File: config.mk
export PLATFORM = sky130hd
export DESIGN_NAME = goal_bisector_guard_position
export DESIGN_NICKNAME = d
export VERILOG_FILES = /design/src/design/gbg_pkg.sv /design/src/design/gbg_cordic.sv /design/src/design/gbg_divider.sv /design/src/design/goal_bisector_guard_position.sv
export SDC_FILE = /design/constraint.sdc
export NUM_CORES = 2
export LEC_CHECK = 0
export ABC_CLOCK_PERIOD_IN_PS = 33200
export BUFFER_PORTS_ARGS = -buffer_cell sky130_fd_sc_hd__buf_4
export CORE_MARGIN = 2
export CORE_UTILIZATION = 45
export CTS_CLUSTER_DIAMETER = 40
export CTS_CLUSTER_SIZE = 30
export DETAILED_ROUTE_END_ITERATION = 10
export PLACE_DENSITY = 0.64
export SYNTH_ARGS = -nofsm -noshare
export SYNTH_HDL_FRONTEND = slang
export SYNTH_HIERARCHICAL = 1
export SYNTH_SLANG_ARGS = --single-unit
File: constraint.sdc
create_clock -name clk_i -period 33.2 [get_ports clk_i]
set_input_delay 1.66 -clock clk_i [delete_from_list [all_inputs] [get_ports clk_i]]
set_output_delay 1.66 -clock clk_i [all_outputs]
set_load 0.02 [all_outputs]
File: src/design/gbg_pkg.sv
`timescale 1ns / 1ps
package gbg_pkg;

  localparam int unsigned AtanN = 24;
  localparam int unsigned CordW = 40;
  localparam logic signed [CordW-1:0] PiQ20 = 40'sd3294199;
  localparam logic signed [31:0] KinvQ30 = 32'sd652032874;
  localparam int HeadMax = 12868;
  localparam int OneQ14 = 16384;

  localparam logic [1:0] CfgGoalLineX = 2'd0;
  localparam logic [1:0] CfgGoalWidth = 2'd1;
  localparam logic [1:0] CfgRobotNumber = 2'd2;

  typedef enum logic [1:0] {
    CordVec,
    CordRot
  } cord_mode_e;

  function automatic logic signed [CordW-1:0] atan_q20(input logic [4:0] i);
    logic signed [CordW-1:0] r;
    unique case (i)
      5'd0: r = 40'sd823550;
      5'd1: r = 40'sd486170;
      5'd2: r = 40'sd256879;
      5'd3: r = 40'sd130396;
      5'd4: r = 40'sd65451;
      5'd5: r = 40'sd32757;
      5'd6: r = 40'sd16383;
      5'd7: r = 40'sd8192;
      5'd8: r = 40'sd4096;
      5'd9: r = 40'sd2048;
      5'd10: r = 40'sd1024;
      5'd11: r = 40'sd512;
      5'd12: r = 40'sd256;
      5'd13: r = 40'sd128;
      5'd14: r = 40'sd64;
      5'd15: r = 40'sd32;
      5'd16: r = 40'sd16;
      5'd17: r = 40'sd8;
      5'd18: r = 40'sd4;
      5'd19: r = 40'sd2;
      5'd20: r = 40'sd1;
      default: r = '0;
    endcase
    return r;
  endfunction

endpackage

File: src/design/gbg_cordic.sv
`timescale 1ns / 1ps
module gbg_cordic #(
  parameter int unsigned Steps = 16
) (
  input  logic                          clk_i,
  input  logic                          rst_ni,
  input  logic                          start_i,
  input  gbg_pkg::cord_mode_e           mode_i,
  input  logic signed [gbg_pkg::CordW-1:0] x_i,
  input  logic signed [gbg_pkg::CordW-1:0] y_i,
  input  logic signed [gbg_pkg::CordW-1:0] z_i,
  output logic                          done_o,
  output logic signed [gbg_pkg::CordW-1:0] x_o,
  output logic signed [gbg_pkg::CordW-1:0] y_o,
  output logic signed [gbg_pkg::CordW-1:0] z_o
);
  localparam int unsigned N = (Steps < gbg_pkg::AtanN) ? Steps : gbg_pkg::AtanN;

  logic signed [gbg_pkg::CordW-1:0] x_q, y_q, z_q, xs, ys, at;
  logic [4:0] i_q;
  logic busy_q, done_q, dir;
  gbg_pkg::cord_mode_e mode_q;

  assign xs = x_q >>> i_q;
  assign ys = y_q >>> i_q;
  assign at = gbg_pkg::atan_q20(i_q);
  assign dir = (mode_q == gbg_pkg::CordVec) ? (y_q > 0) : (z_q >= 0);

  always_ff @(posedge clk_i or negedge rst_ni) begin
    if (!rst_ni) begin
      busy_q <= 1'b0;
      done_q <= 1'b0;
      i_q <= '0;
      mode_q <= gbg_pkg::CordVec;
    end else begin
      done_q <= !start_i && busy_q && (i_q == 5'(N - 1));
      if (start_i) begin
        busy_q <= 1'b1;
        i_q <= '0;
        mode_q <= mode_i;
        x_q <= x_i;
        y_q <= y_i;
        z_q <= z_i;
      end else if (busy_q) begin
        if ((mode_q == gbg_pkg::CordVec) == dir) begin
          x_q <= x_q + ys;
          y_q <= y_q - xs;
          z_q <= z_q + at;
        end else begin
          x_q <= x_q - ys;
          y_q <= y_q + xs;
          z_q <= z_q - at;
        end
        i_q <= i_q + 5'd1;
        if (i_q == 5'(N - 1)) begin
          busy_q <= 1'b0;
        end
      end
    end
  end

  assign done_o = done_q;
  assign x_o = x_q;
  assign y_o = y_q;
  assign z_o = z_q;
endmodule

File: src/design/gbg_divider.sv
`timescale 1ns / 1ps
module gbg_divider (
  input  logic               clk_i,
  input  logic               rst_ni,
  input  logic               start_i,
  input  logic signed [47:0] num_i,
  input  logic [31:0]        den_i,
  output logic               done_o,
  output logic signed [47:0] quo_o
);
  logic [47:0] n_q, q_q;
  logic [79:0] r_q;
  logic [31:0] d_q;
  logic neg_q, busy_q, done_q;
  logic [5:0] c_q;
  logic [79:0] rs;
  logic [80:0] diff;

  assign rs = {r_q[78:0], n_q[47]};
  assign diff = {1'b0, rs} - {49'd0, d_q};

  always_ff @(posedge clk_i or negedge rst_ni) begin
    if (!rst_ni) begin
      busy_q <= 1'b0;
      done_q <= 1'b0;
      c_q <= '0;
    end else begin
      done_q <= !start_i && busy_q && (c_q == 6'd47);
      if (start_i) begin
        busy_q <= 1'b1;
        c_q <= '0;
        neg_q <= num_i[47];
        n_q <= (num_i[47] ? -num_i : num_i) + 48'({16'd0, den_i} >> 1);
        d_q <= den_i;
        r_q <= '0;
        q_q <= '0;
      end else if (busy_q) begin
        n_q <= {n_q[46:0], 1'b0};
        if (!diff[80]) begin
          r_q <= diff[79:0];
          q_q <= {q_q[46:0], 1'b1};
        end else begin
          r_q <= rs;
          q_q <= {q_q[46:0], 1'b0};
        end
        c_q <= c_q + 6'd1;
        if (c_q == 6'd47) begin
          busy_q <= 1'b0;
        end
      end
    end
  end

  assign done_o = done_q;
  assign quo_o = (d_q == '0) ? '0 : (neg_q ? -$signed(q_q) : $signed(q_q));
endmodule

File: src/design/goal_bisector_guard_position.sv
`timescale 1ns / 1ps
// A ball position that moves the target is turned into its beat through four CORDIC passes
// and five divider passes. A new position is taken only in Idle, once the last one has gone
// into the output register, or was dropped with no beat because the target moved too little;
// a result waits in an output register, and the next item stalls before its own result only
// while that register is still full.
// Reset restores the configuration defaults and forces a result for the first item.
module goal_bisector_guard_position #(
  parameter int unsigned CORDIC_STEPS = 16
) (
  input  logic        clk_i,
  input  logic        rst_ni,
  input  logic        s_axis_tvalid,
  output logic        s_axis_tready,
  input  logic [31:0] s_axis_tdata,  // ball_pos_x, ball_pos_y
  output logic        m_axis_tvalid,
  input  logic        m_axis_tready,
  output logic [79:0] m_axis_tdata,  // robot_tag, guard_x, guard_y, heading, quat_z, quat_w
  input  logic        cfg_valid_i,
  output logic        cfg_ready_o,
  input  logic [1:0]  cfg_index_i,
  input  logic [13:0] cfg_data_i
);
  localparam int W = gbg_pkg::CordW;

  typedef enum logic [4:0] {
    Idle, VecL, WaitL, VecR, WaitR, UnitA, UnitAW, UnitB, UnitBW, UnitC, UnitCW,
    UnitD, UnitDW, Blend, BlendW, Clamp, VecH, WaitH, Decide, Rot, WaitRot, Emit
  } state_e;

  state_e state_q;
  logic signed [13:0] glx_q, bx_q, by_q, tx_q, ty_q, px_q, py_q;
  logic [11:0] gw_q;
  logic [3:0] rn_q;
  logic signed [14:0] head_q, ph_q;
  logic have_q;
  logic signed [31:0] ml_q, mr_q;
  logic signed [16:0] ux_l_q, uy_l_q, ux_r_q, uy_r_q;
  logic signed [15:0] qz_q, qw_q;
  logic ovalid_q;
  logic [79:0] odata_q;
  logic emit_go;

  logic cs;
  gbg_pkg::cord_mode_e cm;
  logic signed [W-1:0] cx, cy, cz, cxo, cyo, czo;
  logic cdone;
  logic ds;
  logic signed [47:0] dn, dq;
  logic [31:0] dd;
  logic ddone;

  gbg_cordic #(.Steps(CORDIC_STEPS)) u_cordic (
    .clk_i, .rst_ni, .start_i(cs), .mode_i(cm), .x_i(cx), .y_i(cy), .z_i(cz),
    .done_o(cdone), .x_o(cxo), .y_o(cyo), .z_o(czo)
  );
  gbg_divider u_div (
    .clk_i, .rst_ni, .start_i(ds), .num_i(dn), .den_i(dd), .done_o(ddone), .quo_o(dq)
  );

  logic signed [15:0] vx2, vly2, vry2, hx, hy;
  logic signed [14:0] gap_s;
  logic [14:0] ball_gap;
  logic signed [16:0] sx, sy;
  logic [16:0] sxa;
  logic [16:0] den;
  logic signed [17:0] bd4;
  logic signed [34:0] bprod;
  logic signed [13:0] lim;
  logic signed [12:0] lim2;
  logic signed [W-1:0] vin_x, vin_y;
  logic signed [31:0] cxn;
  logic signed [63:0] magm;
  logic signed [63:0] magp;
  logic signed [31:0] mag;
  logic signed [W-1:0] hr;
  logic signed [16:0] hcl;
  logic signed [W-1:0] sr, cr;
  logic signed [16:0] qzc, qwc;
  logic signed [15:0] ddx, ddy, ddh;

  assign vx2 = 16'(2 * (32'(glx_q) - 32'(bx_q)));
  assign vly2 = 16'(32'(gw_q) - 2 * 32'(by_q));
  assign vry2 = 16'(-32'(gw_q) - 2 * 32'(by_q));
  assign hx = 16'(bx_q) - 16'(tx_q);
  assign hy = 16'(by_q) - 16'(ty_q);
  assign sx = ux_l_q + ux_r_q;
  assign sy = uy_l_q + uy_r_q;
  assign sxa = sx[16] ? 17'(-sx) : 17'(sx);
  assign den = (sxa < 17'd16) ? 17'd16 : sxa;
  assign bd4 = (18'(tx_q) - 18'(bx_q)) <<< 2;
  assign bprod = bd4 * sy;
  assign lim2 = (13'(gw_q) < 13'sd180) ? 13'sd0 : 13'($signed({1'b0, gw_q}) - 13'sd180);
  assign lim = 14'(lim2 >>> 1);
  assign gap_s = 15'(bx_q) - 15'(glx_q);
  assign ball_gap = gap_s[14] ? 15'(-gap_s) : 15'(gap_s);

  assign cxn = 32'(cxo);
  assign magm = cxn * gbg_pkg::KinvQ30;
  assign magp = (cxo < 0) ? 64'sd0 : magm + 64'sd536870912;
  assign mag = 32'(magp >>> 30);
  assign hr = (czo + 40'sd128) >>> 8;
  assign hcl = (hr > 40'sd12868) ? 17'sd12868 : (hr < -40'sd12868) ? -17'sd12868 : 17'(hr);
  assign sr = (cyo + 40'sd32768) >>> 16;
  assign cr = (cxo + 40'sd32768) >>> 16;
  assign qzc = (sr > 40'sd16384) ? 17'sd16384 : (sr < -40'sd16384) ? -17'sd16384 : 17'(sr);
  assign qwc = (cr > 40'sd16384) ? 17'sd16384 : (cr < -40'sd16384) ? -17'sd16384 : 17'(cr);
  assign ddx = 16'(tx_q) - 16'(px_q);
  assign ddy = 16'(ty_q) - 16'(py_q);
  assign ddh = 16'(head_q) - 16'(ph_q);
  assign emit_go = (state_q == Emit) && (!ovalid_q || m_axis_tready);

  function automatic logic signed [16:0] clamp14(input logic signed [47:0] v);
    return (v > 48'sd16384) ? 17'sd16384 : (v < -48'sd16384) ? -17'sd16384 : 17'(v);
  endfunction

  logic signed [15:0] vsx, vsy;
  always_comb begin
    vsx = vx2;
    vsy = vly2;
    if (state_q == VecR) vsy = vry2;
    if (state_q == VecH) begin
      vsx = hx;
      vsy = hy;
    end
    vin_x = W'(vsx) <<< 8;
    vin_y = W'(vsy) <<< 8;
    cs = 1'b0;
    cm = gbg_pkg::CordVec;
    cx = vin_x;
    cy = vin_y;
    cz = '0;
    if (state_q == VecL || state_q == VecR || state_q == VecH) begin
      cs = 1'b1;
      if (vin_x < 0) begin
        cx = -vin_x;
        cy = -vin_y;
        cz = (vin_y >= 0) ? gbg_pkg::PiQ20 : -gbg_pkg::PiQ20;
      end
    end
    if (state_q == Rot) begin
      cs = 1'b1;
      cm = gbg_pkg::CordRot;
      cx = W'(gbg_pkg::KinvQ30);
      cy = '0;
      cz = W'(head_q) <<< 7;
    end
    ds = 1'b0;
    dn = '0;
    dd = '0;
    unique case (state_q)
      UnitA: begin ds = 1'b1; dn = 48'(vx2) <<< 22; dd = 32'(ml_q); end
      UnitB: begin ds = 1'b1; dn = 48'(vly2) <<< 22; dd = 32'(ml_q); end
      UnitC: begin ds = 1'b1; dn = 48'(vx2) <<< 22; dd = 32'(mr_q); end
      UnitD: begin ds = 1'b1; dn = 48'(vry2) <<< 22; dd = 32'(mr_q); end
      Blend: begin
        ds = 1'b1;
        dn = 48'(bprod);
        dd = 32'(5 * 32'(den));
      end
      default: ;
    endcase
  end

  logic signed [47:0] tyw;
  assign tyw = 48'(by_q) + dq;

  always_ff @(posedge clk_i or negedge rst_ni) begin
    if (!rst_ni) begin
      state_q <= Idle;
      glx_q <= -14'sd4500;
      gw_q <= 12'd1000;
      rn_q <= '0;
      px_q <= '0;
      py_q <= '0;
      ph_q <= '0;
      have_q <= 1'b0;
      ovalid_q <= 1'b0;
    end else begin
      if (cfg_valid_i) begin
        unique case (cfg_index_i)
          gbg_pkg::CfgGoalLineX: glx_q <= cfg_data_i;
          gbg_pkg::CfgGoalWidth: gw_q <= cfg_data_i[11:0];
          gbg_pkg::CfgRobotNumber: rn_q <= cfg_data_i[3:0];
          default: ;
        endcase
      end
      if (emit_go) ovalid_q <= 1'b1;
      else if (ovalid_q && m_axis_tready) ovalid_q <= 1'b0;
      unique case (state_q)
        Idle: if (s_axis_tvalid) begin
          bx_q <= s_axis_tdata[13:0];
          by_q <= s_axis_tdata[27:14];
          state_q <= VecL;
        end
        VecL: begin
          if (ball_gap > 15'd3000) tx_q <= glx_q + (glx_q > 0 ? -14'sd400 : 14'sd400);
          else if (ball_gap > 15'd1500) tx_q <= glx_q + (glx_q > 0 ? -14'sd150 : 14'sd150);
          else tx_q <= glx_q;
          state_q <= WaitL;
        end
        WaitL: if (cdone) begin ml_q <= mag; state_q <= VecR; end
        VecR: state_q <= WaitR;
        WaitR: if (cdone) begin mr_q <= mag; state_q <= UnitA; end
        UnitA: state_q <= UnitAW;
        UnitAW: if (ddone) begin ux_l_q <= clamp14(dq); state_q <= UnitB; end
        UnitB: state_q <= UnitBW;
        UnitBW: if (ddone) begin uy_l_q <= clamp14(dq); state_q <= UnitC; end
        UnitC: state_q <= UnitCW;
        UnitCW: if (ddone) begin ux_r_q <= clamp14(dq); state_q <= UnitD; end
        UnitD: state_q <= UnitDW;
        UnitDW: if (ddone) begin uy_r_q <= clamp14(dq); state_q <= Blend; end
        Blend: state_q <= BlendW;
        BlendW: if (ddone) begin
          ty_q <= (tyw > 48'(lim)) ? lim : (tyw < -48'(lim)) ? -lim : 14'(tyw);
          state_q <= Clamp;
        end
        Clamp: state_q <= VecH;
        VecH: state_q <= WaitH;
        WaitH: if (cdone) begin
          head_q <= (hx == 0 && hy == 0) ? 15'sd0 : 15'(hcl);
          state_q <= Decide;
        end
        Decide: begin
          if (have_q && ddx <= 5 && ddx >= -5 && ddy <= 5 && ddy >= -5 &&
              ddh <= 204 && ddh >= -204) state_q <= Idle;
          else state_q <= Rot;
        end
        Rot: state_q <= WaitRot;
        WaitRot: if (cdone) begin
          qz_q <= 16'(qzc);
          qw_q <= 16'(qwc);
          state_q <= Emit;
        end
        Emit: if (emit_go) begin
          px_q <= tx_q;
          py_q <= ty_q;
          ph_q <= head_q;
          have_q <= 1'b1;
          odata_q <= {1'b0, qw_q, qz_q, head_q, ty_q, tx_q, rn_q};
          state_q <= Idle;
        end
        default: state_q <= Idle;
      endcase
    end
  end

  assign s_axis_tready = (state_q == Idle);
  assign cfg_ready_o = 1'b1;
  assign m_axis_tvalid = ovalid_q;
  assign m_axis_tdata = odata_q;
endmodule

---- Word level (Yosys, flattened, before mapping) ----
Memory sizes are Yosys's and may differ from the RTL's.
Cells that the tools add are included.
operators by class
  add/subtract/negate cells ............... 39
  multipliers ............................. 3
  order comparisons ....................... 26
  reduce and logical (&&, ||, !) cells .... 56
  shift-type cells ........................ 2
  equal/unequal tests ..................... 37
  mux-type cells .......................... 80
operators by type and width
  cell                    count
  $mux 40                 19
  $mux 48                 6
  $pmux 48 s4             1
  $mux 80                 2
  $add 40x40->40          3
  $sub 40x40->40          3
  $pmux 5 s22             1
  $sub 14x14->15          7
  $mux 14                 7
  $logic_not 32->1        3
  $neg 48->48             2
  $pmux 32 s3             1
  $sub 80x32->81          1
  $add 40x17->40 const B  2
  $mux 16                 5
  $neg 24->40             2
  $sshr 40x5->40          2
  $mux 5                  14
  $mux 17                 4
  $add 62x31->62 const B  1
  $mux 62                 1
  $mul 32x30->61 const B  1
  $add 14x48->48          1
  $add 48x31->48          1
  other kinds (65)        153
word-level totals
  word-level logic and storage cells ...... 286
  memories ................................ 1
  input bits .............................. 53
  memory bits (read-only) ................. 640
  flip-flop bits (word level) ............. 740
  output and inout bits ................... 83
memory list
  name             depth  bits a word  read ports  clocked after Yosys merged registers in  write ports  RTL line       source
  (no name shown)  32     20           1           0                                        0            gbg_pkg.sv:22  unique case (i)

---- Longest topological paths before layout ----
  word-level depth ........................ 10
  mapped depth ............................ 54
  mapped depth without buffers ............ 50

---- By module ----
The synthesis kept the hierarchy.
modules (own cells, without submodules)
  module                        seq. area each (um^2)  area each (um^2)  times used  cells each
  goal_bisector_guard_position  11448.5                63146.8           1           6878
  gbg_cordic                    3828.7                 18994.5           1           2254
  gbg_divider                   6446.2                 16858.7           1           1831

---- Worst setup path after synthesis ----
OpenSTA, ideal clock, no wires.
  kind .................................... reg-to-reg
  start point ............................. register uy_l_q[0]
  end point ............................... register u_div.n_q[43], data pin
  slack ................................... 19.219 ns
  setup time .............................. 0.260 ns
  arrival time ............................ 13.721 ns
  period minus slack after synthesis ...... 13.981 ns
  path buffers ............................ 6
  stages on the path, launching flop included .. 53
  required time ........................... 32.940 ns
  path through ............................ edfxtp_1 ha_1 inv_1 fa_1 nor2b_1 o21ai_0 a21boi_0 o21ai_0 a21boi_1 o21ai_0 a21oi_1 o41ai_2 o2111ai_1 a21o_1 xor2_1 nand2_1 fa_1 inv_1 [... 17 more ...] o211ai_1 clkbuf_1 clkbuf_1 clkbuf_1 clkbuf_1 o31ai_1 xnor2_1 ha_1 clkbuf_1 a21o_1 nor2b_1 a2111oi_0 nand3_1 a211o_1 o31ai_1 nor4b_1 xor2_1 mux2_2
on the way
  cells in the longest elaborated chain, start to end .. 7
ends and longest elaborated chain
  item                    RTL line                             source
  from (decl)             goal_bisector_guard_position.sv:38   logic signed [16:0] ux_l_q, uy_l_q, ux_r_q, uy_r_q;
  from (signal assigned)  goal_bisector_guard_position.sv:208  UnitBW: if (ddone) begin uy_l_q <= clamp14(dq); state_q <= UnitC; end
  $add 17x17->17 (*)      goal_bisector_guard_position.sv:88   assign sy = uy_l_q + uy_r_q;
  $mul 15x17->32 (*)      goal_bisector_guard_position.sv:92   assign bprod = bd4 * sy;
  $pmux 48 s4 (*)         goal_bisector_guard_position.sv:151  unique case (state_q)
  via dn[37]              goal_bisector_guard_position.sv:49   logic signed [47:0] dn, dq;
  $neg 48->48             gbg_divider.sv:33                    n_q <= (num_i[47] ? -num_i : num_i) + 48'({16'd0, den_i} >> 1);
  $mux 48 (*)             gbg_divider.sv:33
  $add 48x31->48 (*)      gbg_divider.sv:33
  $mux 48 (*)             gbg_divider.sv:29                    if (start_i) begin
  to (signal assigned)    gbg_divider.sv:33
  to (signal assigned)    gbg_divider.sv:38                    n_q <= {n_q[46:0], 1'b0};
  to (decl)               gbg_divider.sv:11                    logic [47:0] n_q, q_q;
Mark *: on every way through the listed nets, which the timed path passes. The rest lies on a longest branch.
A chain may end at the register's enable or synchronous reset.

---- Worst setup path in the final report ----
Ends and elaborated chain as after synthesis.

==> metrics.cfg <==
[outcome]
status = complete, no violations

[sta]
fmax_mhz = 62.70
max_slew_margin_pct = 22.18
finClkSkew_ns = 0.03665
grt_setup_unrepaired = no
final_hold_viol_count = 0
maxSlewViolCount = 0
tightest_slew_ns = 1.159
min_period_ns = 15.95
final.setup.tns_ns = 0
finalCritPeriodShare_pct = 48.04
setup_violations = 0

[routing]
route.top_layer_used = met5
drt-wirelength-per-cell_um = 23.27
drtIter0Drc = 7466
drc = 0
wl_met2_mm = 148.0
viasPerCell = 5.970
wl_met3_mm = 22.49
num_vias = 83700
ant_nets = 0
first_pass_iters = 8
met1_length_mm = 140.1
wl_mm = 326.3

[cells_and_area]
multi_input_comb_area_mm2 = 0.07078
seqCellArea_mm2 = 0.02174
fin_nets = 12790
instances_no_fill = 14020
nFillCells = 20500
layout-drive-gt1-share_pct = 8.230
syn_to_final_growth_pct = 9.537

[setup_path]
path_max_fanout = 92
reg2reg_depth = 46
worst-path-buf-inv = 5
crit_required_ns = 33.75
cpMaxStageDelayCell = fa_1
crit_type = reg -> reg
cp.depth = 46
crit_family = compound AO/OA/AOI/OAI gates
cpMostUsedCell = fa_1
regToRegSetupSlack_ns = 17.25
cpPeakStageDelay_ns = 1.02
arrival_ns = 16.50
r2r-start = uy_l_q[0]
crit_path_end_kind = flop
start_kind = flop
rr_endpoint = u_div/n_q[43]

[hold_path]
hold_end = m_axis_tdata[59]
hold_path_depth = 0
hold_path.class = reg -> reg
min_from = qz_q[12]

[cts]
cts.sinks = 739
clkLatencyLatePin_ns = 0.83
clock_tree.buffer_depth = 3
post_cts_resize_count = 0
cts_buffers = 150
cts.clk_slew.worst_paths_ns = 0.07
htree_levels = 4
cts_tree = built
ctsHoldBuffers = 0
post_cts_buffers = 0
root_buffer = clkbuf_16

[yosys]
yosys_warnings = 6
synthXorXnorAreaFrac_pct = 6.882
ys_seq_area_share_pct = 21.94
yosysTopAreaCell = edfxtp_1
synthAdderAreaFrac_pct = 27.56
ys_seq_elements = 739
ys_types = 133
ys_async_sr_fraction_pct = 13.13
synth_edf_count = 642
synth-compound-area-share_pct = 16.18
yosys_most_used_dff = edfxtp_1
synth_top_family_by_area = adder cells
yosysTopAreaCellShare_pct = 19.47
synth_most_common_cell = inv_1
syn_inst = 10960
ys_top_cells_by_area = edfxtp_1 19%, fa_1 15%, ha_1 12%
syn_avg_cell_area_um2 = 9.030
muxShareOfSynthArea_pct = 5.149
synth-simple-area-share_pct = 15.53
synth_common_cells = 1343 x inv_1, 961 x ha_1, 933 x nand2_1
netlist_area_mm2 = 0.09900

[floorplanning]
die_h_um = 473.0
initial_core_util_pct = 45.14
core-area_mm2 = 0.2193
die_w_um = 473.0
dieArea_mm2 = 0.2238
rows = 172
ioPinCount = 136

[global_routing]
track_usage_pct = 28.66
antenna_found_initial = 13
grt_max_degree = 106
grt_pass1_wl_mm = 496.5
grt_pass1_vias = 82160
grt_overflow = 0

[placement]
port_buffers = 129
gp_congestion = 0.9959
dp_hpwl_mm = 260.8
dp_cells = 13730

[job]
cap_violations = 0

-- layout make-up --
| type | count | share of cell area, % |
|---|---|---|
| Sequential cell | 739 | 20.05 |
| Antenna cell | 7 | 0.01615 |
| Multi-Input combinational cell | 8516 | 65.27 |
| Clock buffer | 166 | 3.614 |
| Inverter | 1349 | 4.669 |
| Timing Repair Buffer | 256 | 1.779 |
| Clock inverter | 116 | 1.288 |
| Tap cell | 2871 | 3.313 |
-- logic make-up after synthesis --
logic type                 count (synthesis)
other                                      2
xor gates and xnor gates                 777
buffers and inverters                   1728
DFF                                      739
muxes                                    389
adders and majority gates               1724
and+or+nand+nor                         3173
AOI/OAI and AO/OA                       2431
-- sequential cells by signal, indices dropped and copies added (netlist names), 15 cells and up --
signal	flops
ml_q	32
qw_q	16
u_cordic/x_o	40
u_div/q_q	48
head_q	15
u_div/r_q	79
uy_r_q	17
u_cordic/z_o	40
ux_l_q	17
m_axis_tdata	79
u_div/n_q	48
qz_q	16
u_div/d_q	32
ph_q	15
ux_r_q	17
uy_l_q	17
mr_q	32
u_cordic/y_o	40
-- routing by layer --
metal	global-route usage, %	vias to the layer above
li1	-	38780
met1	38.96	41150
met2	45.19	3131
met3	4.270	629
met4	12.79	6
met5	0	-
-- cell usage in the layout (no fill, tap or decap), types with 52 or more instances in the layout --
cell type | Yosys | layout
a211oi_1 | 94 | 94
a22oi_1 | 55 | 55
nor2_1 | 885 | 881
o21a_1 | 83 | 81
nor3_1 | 207 | 203
mux2i_1 | 183 | 183
o31ai_1 | 80 | 80
nand2b_1 | 110 | 110
nand4_1 | 144 | 144
a21o_1 | 257 | 257
nor2b_1 | 108 | 107
nand3_1 | 180 | 179
nand2_1 | 933 | 931
xnor2_1 | 451 | 451
o21bai_1 | 83 | 83
or3_1 | 76 | 76
nor4_1 | 100 | 100
ha_1 | 961 | 961
a31oi_1 | 91 | 91
clkbuf_16 | 0 | 154
buf_4 | 13 | 255
edfxtp_1 | 642 | 642
inv_1 | 1343 | 1343
dfrtp_1 | 83 | 77
o211ai_1 | 62 | 62
fa_1 | 762 | 762
a21oi_1 | 554 | 551
o21ai_0 | 570 | 570
xor2_1 | 325 | 325
or2_2 | 52 | 52
and3_1 | 73 | 71
mux4_2 | 83 | 83
mux2_2 | 119 | 119
and2_1 | 92 | 92
-- stage by stage --
stage	utilization [%]	area (um2)	hold slack, ns	worst slack [ns]
final	49.45	108400	0.4239	17.25
after global routing	49.45	108400	0.4308	16.21
after CTS	49.44	108400	0.4236	17.29
after detailed placement	47.02	103100	0.4061	17.35
after global placement	47.02	103100	0.4070	17.73
after floorplan	-	99080	0.4003	19.22
-- worst max path at each step --
stage               startpoint            end  slack (ns)
finish               uy_l_q[0]  u_div/n_q[43]       17.25
global route         uy_l_q[0]  u_div/n_q[41]       16.21
CTS                  uy_l_q[0]  u_div/n_q[43]       17.29
detailed placement   uy_l_q[0]  u_div/n_q[43]       17.35
global placement     uy_l_q[0]  u_div/n_q[43]       17.73
floorplan            uy_l_q[0]  u_div/n_q[43]       19.22
Power is not shown: default switching activity piles up to over one toggle a cycle in this logic, so the estimate is an artifact.
